**src/hdl/lkvc_pkg.sv**
```systemverilog
// ----------------------------------------------------------------------------
// lkvc_pkg: shared types and codes
// request and result payloads, classified command and operation codes
// ----------------------------------------------------------------------------
package lkvc_pkg;

    // request opcodes as they arrive on the port
    localparam logic [1:0] OP_PUT    = 2'd0;
    localparam logic [1:0] OP_GET    = 2'd1;
    localparam logic [1:0] OP_REMOVE = 2'd2;
    localparam logic [1:0] OP_NONE   = 2'd3;

    localparam int unsigned FIELD_BITS = 64;
    localparam int unsigned LIMIT_BITS = 5;

    typedef struct packed {
        logic [1:0]            opcode;
        logic [FIELD_BITS-1:0] lookup_key;
        logic [FIELD_BITS-1:0] store_value;
    } t_req;

    typedef struct packed {
        logic                  found;
        logic [FIELD_BITS-1:0] read_value;
        logic                  evicted;
    } t_rsp;

    // classified command handed from the front to the back
    typedef struct packed {
        logic                  is_put;
        logic                  is_get;
        logic                  is_remove;
        logic [FIELD_BITS-1:0] key;
        logic [FIELD_BITS-1:0] value;
    } t_cmd;

endpackage

```
**src/hdl/lru_key_value_cache.sv**
```systemverilog
// ----------------------------------------------------------------------------
// lru_key_value_cache: fully associative key-value cache, lru replacement
// put, get and remove requests over a small table with age ranks per slot
// ----------------------------------------------------------------------------
//
//  channel   | direction | handshake                 | payload
//  ----------+-----------+---------------------------+--------------------------
//  request   | in        | push, full                | i_req  (opcode, key, value)
//  result    | out       | empty, pop                | o_rsp  (found, value, evicted)
//  config    | in        | i_cfg_wr_en               | i_cfg_wr_data (entry limit)
//
//  a request passes the back end states match, execute and done, plus evict
//  for an eviction and insert for an insertion, stepped by the single-request
//  sequencer in lkvc_back; done waits until the result register can take it
//  the two-entry request queue keeps accepting, until full, while the back end
//  works and the result register waits to be popped
//  reset (synchronous, active low) empties the table, queue and result
//
module lru_key_value_cache #(
    parameter int ENTRIES    = 16,
    parameter int KEY_BITS   = 64,
    parameter int VALUE_BITS = 64
) (
    input  logic                            i_clk,
    input  logic                            i_rst_n,
    // request side
    input  logic                            push,
    output logic                            full,
    input  lkvc_pkg::t_req                  i_req,
    // result side
    output logic                            empty,
    input  logic                            pop,
    output lkvc_pkg::t_rsp                  o_rsp,
    // entry limit register
    input  logic                            i_cfg_wr_en,
    input  logic [lkvc_pkg::LIMIT_BITS-1:0] i_cfg_wr_data
);

    logic                            r_entry_limit_v;
    logic [lkvc_pkg::LIMIT_BITS-1:0] r_entry_limit;
    logic                            r_out_valid;
    lkvc_pkg::t_rsp                  r_out;

    logic                            cmd_valid;
    logic                            cmd_ready;
    lkvc_pkg::t_cmd                  cmd;
    logic                            rsp_valid;
    logic                            rsp_ready;
    lkvc_pkg::t_rsp                  rsp;

    // entry limit, zero selects full capacity
    always_ff @(posedge i_clk) begin
        if (!i_rst_n) begin
            r_entry_limit   <= '0;
            r_entry_limit_v <= 1'b0;
        end else if (i_cfg_wr_en) begin
            r_entry_limit   <= i_cfg_wr_data;
            r_entry_limit_v <= 1'b1;
        end
    end

    // front: decode and queue requests
    lkvc_front u_front (
        .i_clk       (i_clk),
        .i_rst_n     (i_rst_n),
        .push        (push),
        .full        (full),
        .i_req       (i_req),
        .o_cmd_valid (cmd_valid),
        .i_cmd_ready (cmd_ready),
        .o_cmd       (cmd)
    );

    // back: lookup, rank upkeep, eviction
    lkvc_back #(
        .ENTRIES    (ENTRIES),
        .KEY_BITS   (KEY_BITS),
        .VALUE_BITS (VALUE_BITS)
    ) u_back (
        .i_clk       (i_clk),
        .i_rst_n     (i_rst_n),
        .i_limit     (r_entry_limit_v ? r_entry_limit : '0),
        .i_cmd_valid (cmd_valid),
        .o_cmd_ready (cmd_ready),
        .i_cmd       (cmd),
        .o_rsp_valid (rsp_valid),
        .i_rsp_ready (rsp_ready),
        .o_rsp       (rsp)
    );

    // result register: frees the back end as soon as a result is parked
    assign rsp_ready = !r_out_valid || pop;
    assign empty     = !r_out_valid;
    assign o_rsp     = r_out;

    always_ff @(posedge i_clk) begin
        if (rsp_valid && rsp_ready) begin
            r_out <= rsp;
        end
    end

    always_ff @(posedge i_clk) begin
        if (!i_rst_n) begin
            r_out_valid <= 1'b0;
        end else if (rsp_valid && rsp_ready) begin
            r_out_valid <= 1'b1;
        end else if (pop) begin
            r_out_valid <= 1'b0;
        end
    end

endmodule

```
**src/hdl/lkvc_front.sv**
```systemverilog
// ----------------------------------------------------------------------------
// lkvc_front: request intake
// decodes each request and holds it in a two-entry queue for the back end
// ----------------------------------------------------------------------------
module lkvc_front (
    input  logic            i_clk,
    input  logic            i_rst_n,
    input  logic            push,
    output logic            full,
    input  lkvc_pkg::t_req  i_req,
    output logic            o_cmd_valid,
    input  logic            i_cmd_ready,
    output lkvc_pkg::t_cmd  o_cmd
);

    lkvc_pkg::t_cmd r_q [2];
    logic           r_wr_ptr;
    logic           r_rd_ptr;
    logic [1:0]     r_level;
    lkvc_pkg::t_cmd cmd_dec;
    logic           wr_fire;
    logic           rd_fire;

    always_comb begin
        cmd_dec           = '0;
        cmd_dec.key       = i_req.lookup_key;
        cmd_dec.value     = i_req.store_value;
        case (i_req.opcode)
            lkvc_pkg::OP_PUT:    cmd_dec.is_put    = 1'b1;
            lkvc_pkg::OP_GET:    cmd_dec.is_get    = 1'b1;
            lkvc_pkg::OP_REMOVE: cmd_dec.is_remove = 1'b1;
            default:             cmd_dec.is_put    = 1'b0;
        endcase
    end

    assign full        = (r_level == 2'd2);
    assign wr_fire     = push && !full;
    assign o_cmd_valid = (r_level != 2'd0);
    assign rd_fire     = o_cmd_valid && i_cmd_ready;
    assign o_cmd       = r_q[r_rd_ptr];

    always_ff @(posedge i_clk) begin
        if (wr_fire) begin
            r_q[r_wr_ptr] <= cmd_dec;
        end
    end

    always_ff @(posedge i_clk) begin
        if (!i_rst_n) begin
            r_wr_ptr <= 1'b0;
            r_rd_ptr <= 1'b0;
            r_level  <= 2'd0;
        end else begin
            if (wr_fire) begin
                r_wr_ptr <= ~r_wr_ptr;
            end
            if (rd_fire) begin
                r_rd_ptr <= ~r_rd_ptr;
            end
            if (wr_fire && !rd_fire) begin
                r_level <= r_level + 2'd1;
            end else if (rd_fire && !wr_fire) begin
                r_level <= r_level - 2'd1;
            end
        end
    end

endmodule

```
**src/hdl/lkvc_back.sv**
```systemverilog
// ----------------------------------------------------------------------------
// lkvc_back: table and replacement engine
// key match, age rank upkeep, eviction and insertion, one request at a time
// ----------------------------------------------------------------------------
module lkvc_back #(
    parameter int ENTRIES    = 16,
    parameter int KEY_BITS   = 64,
    parameter int VALUE_BITS = 64
) (
    input  logic                            i_clk,
    input  logic                            i_rst_n,
    input  logic [lkvc_pkg::LIMIT_BITS-1:0] i_limit,
    input  logic                            i_cmd_valid,
    output logic                            o_cmd_ready,
    input  lkvc_pkg::t_cmd                  i_cmd,
    output logic                            o_rsp_valid,
    input  logic                            i_rsp_ready,
    output lkvc_pkg::t_rsp                  o_rsp
);

    localparam int IW   = $clog2(ENTRIES);
    localparam int CW   = $clog2(ENTRIES + 1);
    localparam int CMPW = (CW > lkvc_pkg::LIMIT_BITS) ? CW : lkvc_pkg::LIMIT_BITS;

    localparam logic [2:0] ST_IDLE   = 3'd0;
    localparam logic [2:0] ST_MATCH  = 3'd1;
    localparam logic [2:0] ST_EXEC   = 3'd2;
    localparam logic [2:0] ST_EVICT  = 3'd3;
    localparam logic [2:0] ST_INSERT = 3'd4;
    localparam logic [2:0] ST_DONE   = 3'd5;

    logic [2:0]            r_state;
    lkvc_pkg::t_cmd        r_cmd;
    logic [KEY_BITS-1:0]   r_keys [ENTRIES];
    logic [IW-1:0]         r_rank [ENTRIES];
    logic [ENTRIES-1:0]    r_valid;
    logic [CW-1:0]         r_count;
    logic [VALUE_BITS-1:0] mem_values [ENTRIES];
    logic [VALUE_BITS-1:0] r_rd_data;
    logic [ENTRIES-1:0]    r_hit_vec;
    logic                  r_found;
    logic [IW-1:0]         r_hit_idx;
    logic [IW-1:0]         r_hit_rank;
    logic                  r_evicted;

    logic [ENTRIES-1:0]    hit_vec;
    logic [IW-1:0]         hit_idx;
    logic [IW-1:0]         hit_rank;
    logic [ENTRIES-1:0]    old_vec;
    logic [IW-1:0]         old_idx;
    logic [IW-1:0]         old_rank;
    logic [IW-1:0]         free_idx;
    logic                  free_ok;
    logic [CMPW-1:0]       lim_eff;
    logic [CMPW-1:0]       count_w;
    logic                  take;
    logic                  mem_we;
    logic [IW-1:0]         mem_addr;

    // parallel key compare and one-hot encode
    always_comb begin
        hit_idx  = '0;
        hit_rank = '0;
        for (int i = 0; i < ENTRIES; i++) begin
            hit_vec[i] = r_valid[i] && (r_keys[i] == r_cmd.key[KEY_BITS-1:0]);
            if (hit_vec[i]) begin
                hit_idx  = hit_idx | IW'(i);
                hit_rank = hit_rank | r_rank[i];
            end
        end
    end

    // oldest valid slot holds rank count-1
    always_comb begin
        old_idx  = '0;
        old_rank = IW'(r_count - CW'(1));
        for (int i = 0; i < ENTRIES; i++) begin
            old_vec[i] = r_valid[i] && (r_count != '0) && (r_rank[i] == old_rank);
            if (old_vec[i]) begin
                old_idx = old_idx | IW'(i);
            end
        end
    end

    // lowest free slot
    always_comb begin
        free_idx = '0;
        for (int i = ENTRIES - 1; i >= 0; i--) begin
            if (!r_valid[i]) begin
                free_idx = IW'(i);
            end
        end
        free_ok = ~&r_valid;
    end

    always_comb begin
        count_w = CMPW'(r_count);
        if ((i_limit == '0) || (CMPW'(i_limit) > CMPW'(ENTRIES))) begin
            lim_eff = CMPW'(ENTRIES);
        end else begin
            lim_eff = CMPW'(i_limit);
        end
    end

    assign o_cmd_ready = (r_state == ST_IDLE) || ((r_state == ST_DONE) && i_rsp_ready);
    assign take        = o_cmd_ready && i_cmd_valid;
    assign o_rsp_valid = (r_state == ST_DONE);

    always_comb begin
        o_rsp            = '0;
        o_rsp.found      = r_found && (r_cmd.is_put || r_cmd.is_get || r_cmd.is_remove);
        o_rsp.evicted    = r_evicted;
        if (r_cmd.is_get && r_found) begin
            o_rsp.read_value = lkvc_pkg::FIELD_BITS'(r_rd_data);
        end
    end

    assign mem_we   = ((r_state == ST_EXEC) && r_cmd.is_put && r_found) ||
                      ((r_state == ST_INSERT) && free_ok);
    assign mem_addr = (r_state == ST_EXEC) ? r_hit_idx : free_idx;

    always_ff @(posedge i_clk) begin
        if (mem_we) begin
            mem_values[mem_addr] <= r_cmd.value[VALUE_BITS-1:0];
        end
        r_rd_data <= mem_values[r_hit_idx];
    end

    always_ff @(posedge i_clk) begin
        if (take) begin
            r_cmd <= i_cmd;
        end
        if (r_state == ST_MATCH) begin
            r_hit_vec  <= hit_vec;
            r_found    <= |hit_vec;
            r_hit_idx  <= hit_idx;
            r_hit_rank <= hit_rank;
        end
        if ((r_state == ST_INSERT) && free_ok) begin
            r_keys[free_idx] <= r_cmd.key[KEY_BITS-1:0];
        end
    end

    always_ff @(posedge i_clk) begin
        if (!i_rst_n) begin
            r_state   <= ST_IDLE;
            r_valid   <= '0;
            r_count   <= '0;
            r_evicted <= 1'b0;
            for (int i = 0; i < ENTRIES; i++) begin
                r_rank[i] <= '0;
            end
        end else begin
            case (r_state)
                ST_IDLE: begin
                    if (take) begin
                        r_evicted <= 1'b0;
                        r_state   <= ST_MATCH;
                    end
                end
                ST_MATCH: begin
                    r_state <= ST_EXEC;
                end
                ST_EXEC: begin
                    r_state <= ST_DONE;
                    if ((r_cmd.is_put || r_cmd.is_get) && r_found) begin
                        // touch: newer entries age by one, hit becomes newest
                        for (int i = 0; i < ENTRIES; i++) begin
                            if (r_valid[i] && (r_rank[i] < r_hit_rank)) begin
                                r_rank[i] <= r_rank[i] + IW'(1);
                            end
                        end
                        r_rank[r_hit_idx] <= '0;
                        if (r_cmd.is_put && (count_w > lim_eff)) begin
                            r_state <= ST_EVICT;
                        end
                    end else if (r_cmd.is_put) begin
                        if ((count_w >= lim_eff) && (r_count != '0)) begin
                            r_state <= ST_EVICT;
                        end else begin
                            r_state <= ST_INSERT;
                        end
                    end else if (r_cmd.is_remove && r_found) begin
                        for (int i = 0; i < ENTRIES; i++) begin
                            if (r_valid[i] && (r_rank[i] > r_hit_rank)) begin
                                r_rank[i] <= r_rank[i] - IW'(1);
                            end
                        end
                        r_rank[r_hit_idx]  <= '0;
                        r_valid[r_hit_idx] <= 1'b0;
                        r_count            <= r_count - CW'(1);
                    end
                end
                ST_EVICT: begin
                    // oldest has the top rank, nothing above it to shift
                    if (|old_vec) begin
                        r_evicted          <= 1'b1;
                        r_valid[old_idx]   <= 1'b0;
                        r_rank[old_idx]    <= '0;
                        r_count            <= r_count - CW'(1);
                    end
                    r_state <= r_found ? ST_DONE : ST_INSERT;
                end
                ST_INSERT: begin
                    if (free_ok) begin
                        for (int i = 0; i < ENTRIES; i++) begin
                            if (r_valid[i]) begin
                                r_rank[i] <= r_rank[i] + IW'(1);
                            end
                        end
                        r_rank[free_idx]  <= '0;
                        r_valid[free_idx] <= 1'b1;
                        r_count           <= r_count + CW'(1);
                    end
                    r_state <= ST_DONE;
                end
                ST_DONE: begin
                    if (i_rsp_ready) begin
                        if (i_cmd_valid) begin
                            r_evicted <= 1'b0;
                            r_state   <= ST_MATCH;
                        end else begin
                            r_state   <= ST_IDLE;
                        end
                    end
                end
                default: begin
                    r_state <= ST_IDLE;
                end
            endcase
        end
    end

`ifndef SYNTH
    a_count_matches_valid: assert property (@(posedge i_clk) disable iff (!i_rst_n)
        $countones(r_valid) == 32'(r_count))
        else $error("entry count disagrees with valid slots");

    a_count_in_range: assert property (@(posedge i_clk) disable iff (!i_rst_n)
        32'(r_count) <= ENTRIES)
        else $error("entry count above capacity");

    a_keys_unique: assert property (@(posedge i_clk) disable iff (!i_rst_n)
        (r_state == ST_EXEC) |-> $onehot0(r_hit_vec))
        else $error("key held in more than one slot");

    a_evict_only_put: assert property (@(posedge i_clk) disable iff (!i_rst_n)
        ((r_state == ST_DONE) && r_evicted) |-> r_cmd.is_put)
        else $error("eviction on a request other than put");

    a_insert_has_room: assert property (@(posedge i_clk) disable iff (!i_rst_n)
        (r_state == ST_INSERT) |-> free_ok)
        else $error("insert with no free slot");
`endif

endmodule

```
**config.mk**
```make
export PLATFORM = sky130hd
export DESIGN_NAME = lru_key_value_cache
export DESIGN_NICKNAME = d
export VERILOG_FILES = /design/src/hdl/lkvc_pkg.sv /design/src/hdl/lru_key_value_cache.sv /design/src/hdl/lkvc_front.sv /design/src/hdl/lkvc_back.sv
export SDC_FILE = /design/constraint.sdc
export NUM_CORES = 2
export LEC_CHECK = 0
export BUFFER_PORTS_ARGS = -buffer_cell sky130_fd_sc_hd__buf_2
export CAP_MARGIN = 20
export CELL_PAD_IN_SITES_DETAIL_PLACEMENT = 1
export CELL_PAD_IN_SITES_GLOBAL_PLACEMENT = 2
export CORE_UTILIZATION = 31
export CTS_BUF_LIST = sky130_fd_sc_hd__clkbuf_8 sky130_fd_sc_hd__clkbuf_16
export DETAILED_ROUTE_END_ITERATION = 8
export PLACE_DENSITY_LB_ADDON = 0.15
export SLEW_MARGIN = 40
export SYNTH_ARGS = -nofsm -noshare
export SYNTH_HDL_FRONTEND = slang
export SYNTH_HIERARCHICAL = 1
export SYNTH_SLANG_ARGS = --single-unit
```
**constraint.sdc**
```tcl
create_clock -name i_clk -period 7.05 [get_ports i_clk]
set_input_delay 0.705 -clock i_clk [delete_from_list [all_inputs] [get_ports i_clk]]
set_output_delay 0.705 -clock i_clk [all_outputs]
set_load 0.01 [all_outputs]
```
==> flow_results.org <==
** Global route
- For this run, the total global-route usage over all layers was measured as 0.200.
- Global route overflow :: 0
- The first global-routing pass estimated 504000 µm of wire.
- Largest net degree at the start of global routing :: 104
- The via count of the first global-routing pass is 63600.
- The number of antenna violations at the first check in global routing was 27.

** Clocking
- Number of buffers added by the clock tree synthesis step :: 301
- In this run the deepest clock path goes through 4 buffers.
- The H-tree was split into 5 levels.
- TritonCTS clock tree :: done
- Root buf cell :: sky130_fd_sc_hd__clkbuf_16
- Clock-pin slew was measured on the worst setup and hold paths at 0.06 ns.
- The tree built by TritonCTS fans out to 2681 sinks.
- Clock latency reported for the late side of the worst-skew pair :: 0.91 ns

** Routing
- After detailed routing, the wire length on met1 is 157000 µm.
- Average wire length per cell after detail routing :: 30.8 µm
- First-pass DRT Iterations :: 7
- Residual antenna-violating net count after detailed routing :: 0
- Vias per cell :: 5.18
- After detailed routing, no signal wire sits above met5.
- Iteration-0 DRC count of the detailed router :: 4871
- Summing over every cut layer, the via total after detailed routing is 60300.
- Wire segments on met2 add up to 178000 µm in the final route.
- Routed WL :: 359000 µm
- Residual DRC :: 0
- Summed over all nets, wire length on met3 after detailed routing comes to 14700 µm.

** Timing
- The worst pin sits at a relative slew slack of 0.384.
- For the final database, setup skew stands at 0.0624 ns.
- Number of pins exceeding their max-slew limit in the final report :: 0
- The final count of hold timing violations came to 0.
- Setup violations remaining at the end of the flow were counted as 0.
- Derived from the worst setup path, the maximum achievable clock frequency is 0.224 GHz.
- For the final routed database, the setup TNS stands at 0 ns.
- Final critical-path required period :: 4.46 ns
- Final worst-path cycle share :: 0.633
- At the pin with the least slew margin, the transition time is 0.922 ns.
- RSZ-0062 raised after global routing :: false
- Across all hold checks on the routed design, the worst slack comes to 0.0660 ns.

** Logic synthesis
- Yosys mapped the design onto 96 distinct sky130hd cell types.
- The portion of synthesized area spent on multiplexers is 0.0860.
- Cell types with the highest counts after synthesis :: 2516 x sky130_fd_sc_hd__edfxtp_1, 433 x sky130_fd_sc_hd__xnor2_1, 402 x sky130_fd_sc_hd__xor2_1
- Top cell type by total area after synthesis :: sky130_fd_sc_hd__edfxtp_1
- In the post-synthesis netlist, the biggest area contributors are sky130_fd_sc_hd__edfxtp_1 69%, sky130_fd_sc_hd__mux4_2 6.6%, sky130_fd_sc_hd__xnor2_1 3.5%.
- Syn Nets :: 6442
- Basic-gate share of the synthesized area counting and, or, nand and nor cells :: 0.0473
- Area fraction in compound gates after synthesis :: 0.0440
- Post-synth top area share :: 0.693
- Post-synthesis area per instance :: 17.6 µm²
- For this run, asynchronously set or reset flops after synthesis account for 0.
- The share of the Yosys chip area taken by registers is 0.724.
- In the post-synthesis netlist, the cell with the most instances is sky130_fd_sc_hd__edfxtp_1.
- The mapped netlist covers 109000 µm².
- Share of synthesized cell area in full adder, half adder and majority cells :: 0.0121
- Synthesis produced 6197 cells.
- Number of flops mapped to enable cells by yosys :: 2516
- For this run, the leading register cell type out of synthesis is sky130_fd_sc_hd__edfxtp_1.
- XOR/XNOR Fraction of Synth Area :: 0.0685
- Combinational family with the most area after synthesis :: multiplexers
- For this run, the number of Yosys warnings is 6.
- Register bit count reported by yosys :: 2681

** Placed design
- Detailed placement finished with a half-perimeter wire length of 222000 µm.
- Number of input and output port buffers inserted :: 207
- Gpl congestion :: 0.845

** Finish
- Share of post-route cells with drive strength above 1 :: 0.206
- Measured on the finished design, the core utilization comes to 0.367.
- Area growth, synth to finish :: 17.9%
- Layout net count :: 7036
- Number of fill cells :: 34600

** Setup path
- Length in cells of the worst reg-to-reg path :: 11
- Startpoint-to-endpoint class of the critical path :: reg2reg
- Startpoint of the worst register-to-register path :: u_back/count_w[1]
- The largest single stage delay on the critical path is 0.77 ns.
- STA classifies the critical path endpoint as a flip-flop.
- The setup check on the worst reg-to-reg path leaves a slack of 2.59 ns.
- Kind of start point of the critical path :: flip-flop
- Largest fanout on the critical path :: 19
- Counting both buffers and inverters, the worst setup path holds a total of 1.
- Library cell appearing most often on the critical path :: sky130_fd_sc_hd__a21oi_1
- Cell family with most CP delay :: compound AO/OA/AOI/OAI gates
- Ordered list of cells on the worst path :: inv_1 > ha_2 > xor2_1 > o2111ai_1 > a211oi_1 > nor4_1 > nand4b_1 > a21oi_1 > o21ai_0 > a21oi_1 > nor2_1
- The endpoint identified for the worst register-to-register timing path is u_back/r_rank[2][0].
- Data on the critical path is required at its endpoint by 7.77 ns.
- For the worst setup path, the data arrival time is 5.18 ns.
- Critical-path cell with the highest stage delay :: sky130_fd_sc_hd__ha_2

** Floorplanning
- Effective utilization at floorplan :: 0.312
- Pin placement for this block handled 208 I/O pins.
- Die area :: 354000 µm²
- Core outline area :: 350000 µm²
- Die Ht :: 595 µm
- DIE WIDTH :: 595 µm
- Number of placement rows :: 217

** Power and ir drop
- In this run the static leakage power is 42.4 nW.
- Power spread over the standard cell area amounts to 386 nW/µm².
- IR drop worst, VDD :: 0.265 mV

** Hold path
- The path class of the tightest hold or removal check is in2reg.
- For hold timing, the worst endpoint is u_front/r_q[1][8].
- Counting instances, the worst hold path has a depth of 1.
- In this run the most critical hold path is launched from i_req[8].

** Status
- The flow ran to the end, and the final reports show no timing, DRC or antenna violations.

** Flow run
- Max_cap viols :: 0
## metrics by stage
| stage | setup slack (ns) | cells | instance area [µm²] | total power, W |
|---|---|---|---|---|
| CTS | 2.66 | 11600 | 128000 | 0.0503 |
| floorplan | 0.440 | 6197 | 109000 | 0.0282 |
| global placement | 2.41 | 10900 | 117000 | 0.0345 |
| global route | 2.29 | 11600 | 128000 | 0.0515 |
| detailed placement | 2.67 | 11000 | 118000 | 0.0348 |
| finish | 2.59 | 11600 | 129000 | 0.0496 |
## sequential cells by signal, summed over array words and instances (netlist names), 5 cells and up, named ones only
name	flops
u_back/count_w	5
u_back/r_valid	16
u_back/mem_values	1024
r_entry_limit	5
o_rsp	66
u_back/r_cmd	131
u_back/r_rd_data	64
u_back/r_keys	1024
u_front/r_q	262
u_back/r_rank	64
## layer usage
metal  track usage  up-vias
met5             0        -
met4        0.0476        6
met3        0.0245      485
met2         0.344     1450
met1         0.268    32600
li1              -    25700
## cells by family (layout without fill, tap and decap cells)
| logic type | after synthesis | after routing |
|---|---|---|
| buf+inv | 500 | 1336 |
| simple gates | 918 | 918 |
| other cells | 0 | 11 |
| flops | 2681 | 2681 |
| compound gates | 666 | 666 |
| xor+xnor | 842 | 842 |
| mux | 485 | 485 |
| fa+ha+maj | 105 | 105 |
## worst register-to-register path, stage by stage (launching register included)
cell                        delay (ns)
sky130_fd_sc_hd__dfxtp_1          0.49
sky130_fd_sc_hd__inv_1            0.11
sky130_fd_sc_hd__ha_2             0.77
sky130_fd_sc_hd__xor2_1           0.15
sky130_fd_sc_hd__o2111ai_1        0.14
sky130_fd_sc_hd__a211oi_1         0.13
sky130_fd_sc_hd__nor4_1           0.59
sky130_fd_sc_hd__nand4b_1         0.48
sky130_fd_sc_hd__a21oi_1          0.48
sky130_fd_sc_hd__o21ai_0          0.29
sky130_fd_sc_hd__a21oi_1          0.61
sky130_fd_sc_hd__nor2_1           0.10
## report_power, final
part           internal (W)  switching [W]  leakage (nW)
sequential           0.0204        0.00151          24.1
combinational       0.00407        0.00839          13.3
clock               0.00879        0.00650          4.95
## final cells by class
cell class / count / area [µm²] / share of cell area
Multi-Input combinational cell: 3016 / 28600 / 0.223
Sequential cell: 2681 / 78900 / 0.614
Clock inverter: 229 / 1680 / 0.0131
Tap cell: 4599 / 5750 / 0.0448
Clock buffer: 316 / 7790 / 0.0607
Timing Repair Buffer: 592 / 5030 / 0.0391
Inverter: 199 / 747 / 0.00581
Antenna cell: 11 / 27.5 / 0.000214
## placed cells by master, fill, tap and decap left out, types with 104 or more instances in the layout
cell                            count
sky130_fd_sc_hd__edfxtp_1        2516
sky130_fd_sc_hd__inv_1            264
sky130_fd_sc_hd__nor4_1           134
sky130_fd_sc_hd__xnor2_1          432
sky130_fd_sc_hd__clkbuf_16        307
sky130_fd_sc_hd__mux4_2           320
sky130_fd_sc_hd__o22ai_1          104
sky130_fd_sc_hd__dlygate4sd3_1    120
sky130_fd_sc_hd__buf_4            190
sky130_fd_sc_hd__nand4_1          175
sky130_fd_sc_hd__nor2_1           117
sky130_fd_sc_hd__ha_1             104
sky130_fd_sc_hd__dfxtp_1          164
sky130_fd_sc_hd__xor2_1           402
sky130_fd_sc_hd__buf_2            207
## repair_timing
action / in CTS / in global routing
endpoints found under the hold margin: 240 / 0
setup endpoints to repair: 0 / 0
hold buffers: 120 / 0
gates resized for setup: 0 / 0
buffers inserted: 0 / 0
## worst max-delay path by stage
stage	start	cells past startpoint	slack (ns)	to
after floorplan	u_back/r_valid[15]	9	0.44	u_back/r_keys[2][0]
after global placement	u_back/r_cmd[123]	10	2.41	u_back/r_hit_rank[2]
after detailed placement	u_back/count_w[1]	11	2.67	u_back/r_rank[2][0]
after CTS	u_back/count_w[1]	11	2.66	u_back/r_rank[2][0]
after global routing	u_back/count_w[1]	11	2.29	u_back/r_rank[8][1]
final	u_back/count_w[1]	11	2.59	u_back/r_rank[2][0]
Power figures use the tool's default switching activity.
